<file path="src/hdl/srtbs_pkg.sv">
// Package for the sorted record table: sizes, codes and the control types.
// Depends on nothing; used by all files but srtbs_ram and the .svh header.
`timescale 1ns / 1ps

package srtbs_pkg;

  localparam int TABLE_DEPTH     = 1024;
  localparam int PAYLOAD_BITS    = 64;
  localparam int ADDR_W          = $clog2(TABLE_DEPTH);
  localparam int COUNT_W         = $clog2(TABLE_DEPTH + 1);
  localparam int ID_W            = 32;
  localparam int PAYLOAD_FIELD_W = 64;
  localparam int POS_W           = 10;
  localparam int FUNC_W          = 2;
  localparam int STATUS_W        = 2;

  localparam logic [FUNC_W-1:0] FUNC_STORE    = 2'd0;
  localparam logic [FUNC_W-1:0] FUNC_GET      = 2'd1;
  localparam logic [FUNC_W-1:0] FUNC_UPDATE   = 2'd2;
  localparam logic [FUNC_W-1:0] FUNC_RESERVED = 2'd3;

  localparam logic [STATUS_W-1:0] STATUS_DONE = 2'd0;
  localparam logic [STATUS_W-1:0] STATUS_MISS = 2'd1;
  localparam logic [STATUS_W-1:0] STATUS_FULL = 2'd2;

  typedef enum logic [1:0] {
    RES_STORED,
    RES_FULL,
    RES_MISS,
    RES_HIT
  } res_kind_t;

  typedef struct packed {
    logic      load_req;
    logic      probe_en;
    logic      step;
    logic      store_wr;
    logic      update_wr;
    logic      res_load;
    res_kind_t res_kind;
    logic      out_load;
  } srtbs_cmd_t;

  typedef struct packed {
    logic [FUNC_W-1:0] func_in;
    logic [FUNC_W-1:0] func_q;
    logic              full;
    logic              range_cur;
    logic              range_step;
    logic              hit;
  } srtbs_sts_t;

endpackage

</file>
<file path="src/hdl/srtbs_ctrl.sv">
// Controller of the record table: sequences store, search and response.
// Depends on srtbs_pkg; drives the datapath through srtbs_cmd_t.
`timescale 1ns / 1ps

module srtbs_ctrl
  import srtbs_pkg::*;
(
  input  logic       clk,
  input  logic       rst,
  input  logic       req_valid,
  output logic       req_ready,
  output logic       rsp_valid,
  input  logic       rsp_ready,
  input  srtbs_sts_t sts,
  output srtbs_cmd_t cmd
);

  typedef enum logic [2:0] {
    S_IDLE,
    S_STORE,
    S_START,
    S_LOOK,
    S_RESULT
  } state_t;

  state_t state;
  state_t state_next;
  logic   out_free;

  assign req_ready = (state == S_IDLE);
  assign out_free  = !rsp_valid || rsp_ready;

  always_comb begin
    cmd        = '0;
    state_next = state;
    unique case (state)
      S_IDLE: begin
        if (req_valid) begin
          cmd.load_req = 1'b1;
          unique case (sts.func_in)
            FUNC_STORE: begin
              if (sts.full) begin
                cmd.res_load = 1'b1;
                cmd.res_kind = RES_FULL;
                state_next   = S_RESULT;
              end else begin
                state_next = S_STORE;
              end
            end
            FUNC_GET, FUNC_UPDATE: begin
              state_next = S_START;
            end
            default: begin
              cmd.res_load = 1'b1;
              cmd.res_kind = RES_MISS;
              state_next   = S_RESULT;
            end
          endcase
        end
      end
      S_STORE: begin
        cmd.store_wr = 1'b1;
        cmd.res_load = 1'b1;
        cmd.res_kind = RES_STORED;
        state_next   = S_RESULT;
      end
      S_START: begin
        if (sts.range_cur) begin
          cmd.probe_en = 1'b1;
          state_next   = S_LOOK;
        end else begin
          cmd.res_load = 1'b1;
          cmd.res_kind = RES_MISS;
          state_next   = S_RESULT;
        end
      end
      S_LOOK: begin
        if (sts.hit) begin
          cmd.res_load  = 1'b1;
          cmd.res_kind  = RES_HIT;
          cmd.update_wr = (sts.func_q == FUNC_UPDATE);
          state_next    = S_RESULT;
        end else begin
          cmd.step = 1'b1;
          if (sts.range_step) begin
            cmd.probe_en = 1'b1;
          end else begin
            cmd.res_load = 1'b1;
            cmd.res_kind = RES_MISS;
            state_next   = S_RESULT;
          end
        end
      end
      S_RESULT: begin
        if (out_free) begin
          cmd.out_load = 1'b1;
          state_next   = S_IDLE;
        end
      end
      default: begin
        state_next = S_IDLE;
      end
    endcase
  end

  always_ff @(posedge clk) begin
    if (rst) begin
      state     <= S_IDLE;
      rsp_valid <= 1'b0;
    end else begin
      state <= state_next;
      if (cmd.out_load) begin
        rsp_valid <= 1'b1;
      end else if (rsp_ready) begin
        rsp_valid <= 1'b0;
      end
    end
  end

endmodule

</file>
<file path="config.mk">
export PLATFORM = sky130hd
export DESIGN_NAME = srtbs_ctrl
export DESIGN_NICKNAME = d
export VERILOG_FILES = /design/src/hdl/srtbs_pkg.sv /design/src/hdl/srtbs_ctrl.sv
export SDC_FILE = /design/constraint.sdc
export NUM_CORES = 1
export LEC_CHECK = 0
export BUFFER_PORTS_ARGS = -buffer_cell sky130_fd_sc_hd__buf_4
export CAP_MARGIN = 15
export CELL_PAD_IN_SITES_DETAIL_PLACEMENT = 0
export CELL_PAD_IN_SITES_GLOBAL_PLACEMENT = 2
export CORE_UTILIZATION = 21
export CTS_BUF_LIST = sky130_fd_sc_hd__clkbuf_8
export CTS_CLUSTER_DIAMETER = 80
export DETAILED_ROUTE_END_ITERATION = 8
export PLACE_DENSITY_LB_ADDON = 0.1
export SYNTH_ARGS = -nofsm -noshare
export SYNTH_HDL_FRONTEND = slang
export SYNTH_SLANG_ARGS = --single-unit
</file>
<file path="constraint.sdc">
create_clock -name clk -period 1.1 [get_ports clk]
set_clock_uncertainty 0.15 [all_clocks]
set_input_delay 0.11 -clock clk [delete_from_list [all_inputs] [get_ports clk]]
set_output_delay 0.11 -clock clk [all_outputs]
set_load 0.005 [all_outputs]
</file>
== Word-level counts from Yosys, hierarchy flattened ==
Index checks and enable logic that the tools add are counted.
Cells by class
  add/sub/neg operators: 0
  $mul: 0
  div/mod/pow operators: 0
  magnitude comparators: 0
  equality and inequality tests: 10
  shift operators: 0
  mux-type cells: 29
  bitwise gates (word level): 0
  reduce and logical (&&, ||, !) cells: 7
Operators by type and width (number)
  3-bit two-way mux: 11
  3-bit case mux with 5 select lines: 1
  1-bit two-way mux: 12
  3-bit case mux with 2 select lines: 2
  3-bit case mux with 4 select lines: 1
  3-bit by 2-bit equality test with 1-bit output, second input constant: 2
  2-bit equality test, second input constant: 2
  2-bit != test, second input constant: 2
  3-bit by 1-bit equality test with 1-bit output, second input constant: 1
  3-bit equality test, second input constant: 1
  3-bit logical NOT: 1
  3-bit != test, second input constant: 1
  3-bit AND reduction: 1
  2-bit by 1-bit equality test with 1-bit output, second input constant: 1
  2-bit logical NOT: 1
  2-bit two-way mux: 1
  1-bit case mux with 2 select lines: 1
  2-bit nonzero test: 1
  2-bit OR reduction: 1
  1-bit logical NOT: 1
  1-bit logical OR: 1
Storage, ports and cells
  register bits: 4
  bits in latches: 0
  memory bits (writable): 0
  bits in read-only memories: 0
  input port bits: 12
  output and inout port bits: 11
  logic and storage cells: 48
  memories kept: 0

== Longest topological paths before layout ==
  word-level depth: 5
  mapped depth: 5

== Least setup slack after synthesis ==
No wires, ideal clock.
  path kind: reg2reg
  from: reg state[1]
  to: reg state[1]
  setup time: 66 ps
  arrival time: 1004 ps
  required time: 884 ps
  slack: -120 ps
  cell stages (with the launch flop): 5
  path buffers: 1
  clock period less this slack: 1220 ps
  cells stage by stage: dfxtp_1 -> buf_6 -> nand3b_1 -> a211o_1 -> a21oi_2
On the way
  longest elaborated chain between the ends: 3
  elaborated cells on any way between the ends: 10
  classes of those cells: eq/ne: 7; mux: 1; reduce/logical: 2
Ends and longest elaborated chain
  start, declared: line srtbs_ctrl.sv:26  | state_t state;
  start signal, assigned: line srtbs_ctrl.sv:111  | state <= state_next;
  3-bit by 2-bit equality test with 1-bit output (tied with other cells): line srtbs_ctrl.sv:36  | unique case (state)
  3-bit != test (no source line) or 2-bit != test (tied branches)
  3-bit AND reduction (no source line)
Several ways; a longest one is shown, not always the timed one.
A chain may end at the register's enable or synchronous reset.

==> reports/results.tsv <==
stage	metric	value	unit
floorplanning	die_area	2191	sq um
critical_path	setup.worst_path.end_class	output pin	
floorplanning	num_rows	15	
critical_path	cpPeakStageDelay	0.37	ns
critical_path	crit_chain	nor4b_4 -> a31oi_1 -> nand2_1 -> buf_6	
placed_design	place.gp.congestion	0.7468	
clocking	cts_tree	built	
clocking	cts-root-buf	clkbuf_8	
global_route	grt_pass1_wl	1.987	mm
detailed_routing	wl_met2	670	um
yosys	synth-edff-count	0	
critical_path	cp_max_fo	4	
yosys	yosysMostFrequentCell	nand2_1	
placed_design	dp_slack	-0.2457	ns
yosys	async_flop_share	0	%
clocking	clk_latency	0.21	ns
sta	final.period_utilization	140.6	%
detailed_routing	ant_nets	0	
detailed_routing	wl_met3	42	um
detailed_routing	vias_per_cell	4.443	
detailed_routing	totalWireLength	1.301	mm
placed_design	placed_cell_area	719.4	sq um
power	post-layout-total-power	774.4	uW
yosys	avgSynthCellArea	8.433	sq um
yosys	ys_ff_latch	4	
sta	max_clock_freq	646.6	MHz
sta	finalSetupViolCount	13	
sta	maxSlewHeadroom	78.67	%
final_layout	area_delta_synth_final	112.2	%
clocking	numCtsBuffers	3	
yosys	seq_area_frac_synth	18.99	%
clocking	htreeDepth	1	
sta	grt_setup_unrepaired	yes	
yosys	synth_nets	65	
placed_design	io_buffers	22	
global_route	track_usage	12.38	%
global_route	grt_max_degree	8	
yosys	synthTopCellsByArea	dfxtp_1 19%, ha_1 8.9%, nor4b_4 5.6%	
global_route	antenna_found_initial	0	
critical_path	crit_arrival	1.29	ns
power	total_leakage_power	0.4293	nW
final_layout	drive_gt1_share	64.44	%
floorplanning	io_pins	23	
final_layout	diodes	0	
yosys	synth-main-ff-cell	dfxtp_1	
critical_path	crit_type	reg -> out	
detailed_routing	drt_pass1_iterations	2	
yosys	synth_warnings	0	
clocking	cts_num_sinks	4	
final_layout	stdcell_area	894.6	sq um
detailed_routing	drc_errors	0	
floorplanning	start_util	23.40	%
yosys	syn-cell-area	421.7	sq um
floorplanning	die_w	46.81	um
yosys	netlist.area_leader.share	18.99	%
sta	slew_violations	0	
global_route	gr-total-overflow	0	
detailed_routing	first_iter_violations	3	
yosys	synthTopCellsByCount	5 x nand2_1, 4 x dfxtp_1, 4 x nor2_1	
critical_path	slowest_stage	nor4b_4	
power	ir_drop	0.4106	mV
critical_path	critPathRequiredTime	0.84	ns
final_layout	nets	107	
worst_hold_path	hold_path_class	in -> reg	
floorplanning	dieHeight	46.81	um
yosys	synth_cell_type_count	27	
detailed_routing	top_layer_used	met3	
critical_path	cp-start-kind	register	
detailed_routing	vias	511	
detailed_routing	met1_length	589	um
placed_design	dp_hpwl	995.3	um
detailed_routing	wl_per_cell	11.31	um
job	maxCapViolCount	0	
run_status	violations	negative setup slack	
floorplanning	coreArea	1802	sq um
global_route	grt_pass1_vias	487	
yosys	synth_cells	50	
sta	worst_pin_slew	0.3186	ns
clocking	path_clk_slew	0.03	ns
run_status	status	finished with violations	
clocking	cts_max_path_buffers	2	
sta	hold_violations	0	
critical_path	rrSetupSlack	-0.30	ns
power	power_density	865.6	nW/um^2
yosys	yosysTopAreaCell	dfxtp_1	
sta	post-route-min-period	1.547	ns
sta	finalWorstSetupSlack	-0.4466	ns
## power breakdown
part,switching [mW],total (mW),internal (mW)
Clock,0.0667,0.299,0.233
Sequential,0.0141,0.170,0.155
Combinational,0.120,0.306,0.186
Total,0.201,0.774,0.574
## critical path, delay by kind of cell, from the launching register on
| kind | cells | cell delay [ns] |
|---|---|---|
| AO/OA/AOI/OAI | 1 | 0.16 |
| buffers and inverters | 1 | 0.10 |
| flip-flops | 1 | 0.35 |
| AND/OR/NAND/NOR | 2 | 0.47 |
## layer usage
| metal | vias to the layer above | track usage, % |
|---|---|---|
| met3 | 0 | 2.692 |
| met1 | 234 | 17.09 |
| met4 | 0 | 1.714 |
| met2 | 10 | 20.28 |
| met5 | - | 0 |
| li1 | 267 | - |
## cells by family after synthesis
kind of cell | after synthesis | synth area share, %
simple gates | 27 | 45.40
compound gates | 10 | 17.51
buf+inv | 6 | 9.197
flops | 4 | 18.99
fa+ha+maj | 3 | 8.903
## cell usage in the layout (no fill, tap or decap)
| cell | count |
|---|---|
| a211o_1 | 1 |
| a21oi_2 | 2 |
| a31oi_1 | 2 |
| a31oi_2 | 1 |
| a32o_1 | 1 |
| and3b_2 | 1 |
| and4b_1 | 1 |
| buf_4 | 29 |
| buf_6 | 10 |
| clkbuf_8 | 3 |
| dfxtp_1 | 1 |
| dfxtp_4 | 3 |
| dlygate4sd3_1 | 1 |
| ha_1 | 3 |
| inv_1 | 3 |
| nand2_1 | 4 |
| nand2_2 | 1 |
| nand2b_1 | 3 |
| nand3_1 | 1 |
| nand3b_1 | 2 |
| nand3b_4 | 1 |
| nand4b_1 | 2 |
| nor2_1 | 3 |
| nor2_4 | 1 |
| nor2b_1 | 2 |
| nor2b_4 | 1 |
| nor3_2 | 1 |
| nor3b_4 | 1 |
| nor4b_4 | 1 |
| nor4bb_4 | 1 |
| o22ai_1 | 1 |
| o311ai_1 | 1 |
| o31ai_4 | 1 |
## area by class of cell
type	instances	area (sq um)
repair buffers	40	340.3
fillers	190	907.1
multi-input cells	40	379.1
clock buffers	3	41.29
well taps	25	31.28
inverters	3	11.26
flip-flops and latches	4	91.34
## sequential cells by signal (all words and copies together) (netlist names)
| signal | count |
|---|---|
| state | 3 |
| rsp_valid | 1 |
## through the flow
| stage | std cells | util (%) | setup TNS [ns] | hold WS [ns] |
|---|---|---|---|---|
| finish | 115 | 49.65 | -3.816 | 0.04595 |
| global placement | 108 | 39.93 | -1.961 | 0.1605 |
| global route | 115 | 49.65 | -4.458 | 0.06633 |
| floorplan | 50 | - | -0.3740 | 0.01508 |
| detailed placement | 108 | 39.93 | -1.826 | 0.1613 |
| CTS | 116 | 47.15 | -4.295 | 0.04660 |
## worst paths after layout
check                           cells after the start        end      from
worst max register to register                      4   state[2]  state[2]
worst min register to register                      3  rsp_valid  state[2]
worst min-delay path                                4   state[0]       rst
worst max-delay path                                4     cmd[3]  state[2]
## repair_timing
item,CTS,global route
gates cloned,0,0
pin swaps,11,9
setup buffers,6,2
endpoints found under the setup margin,14,14
hold buffers,1,0
endpoints found under the hold margin,4,0
resized for setup,13,12
Note: power is estimated with default switching activity, not from simulation.
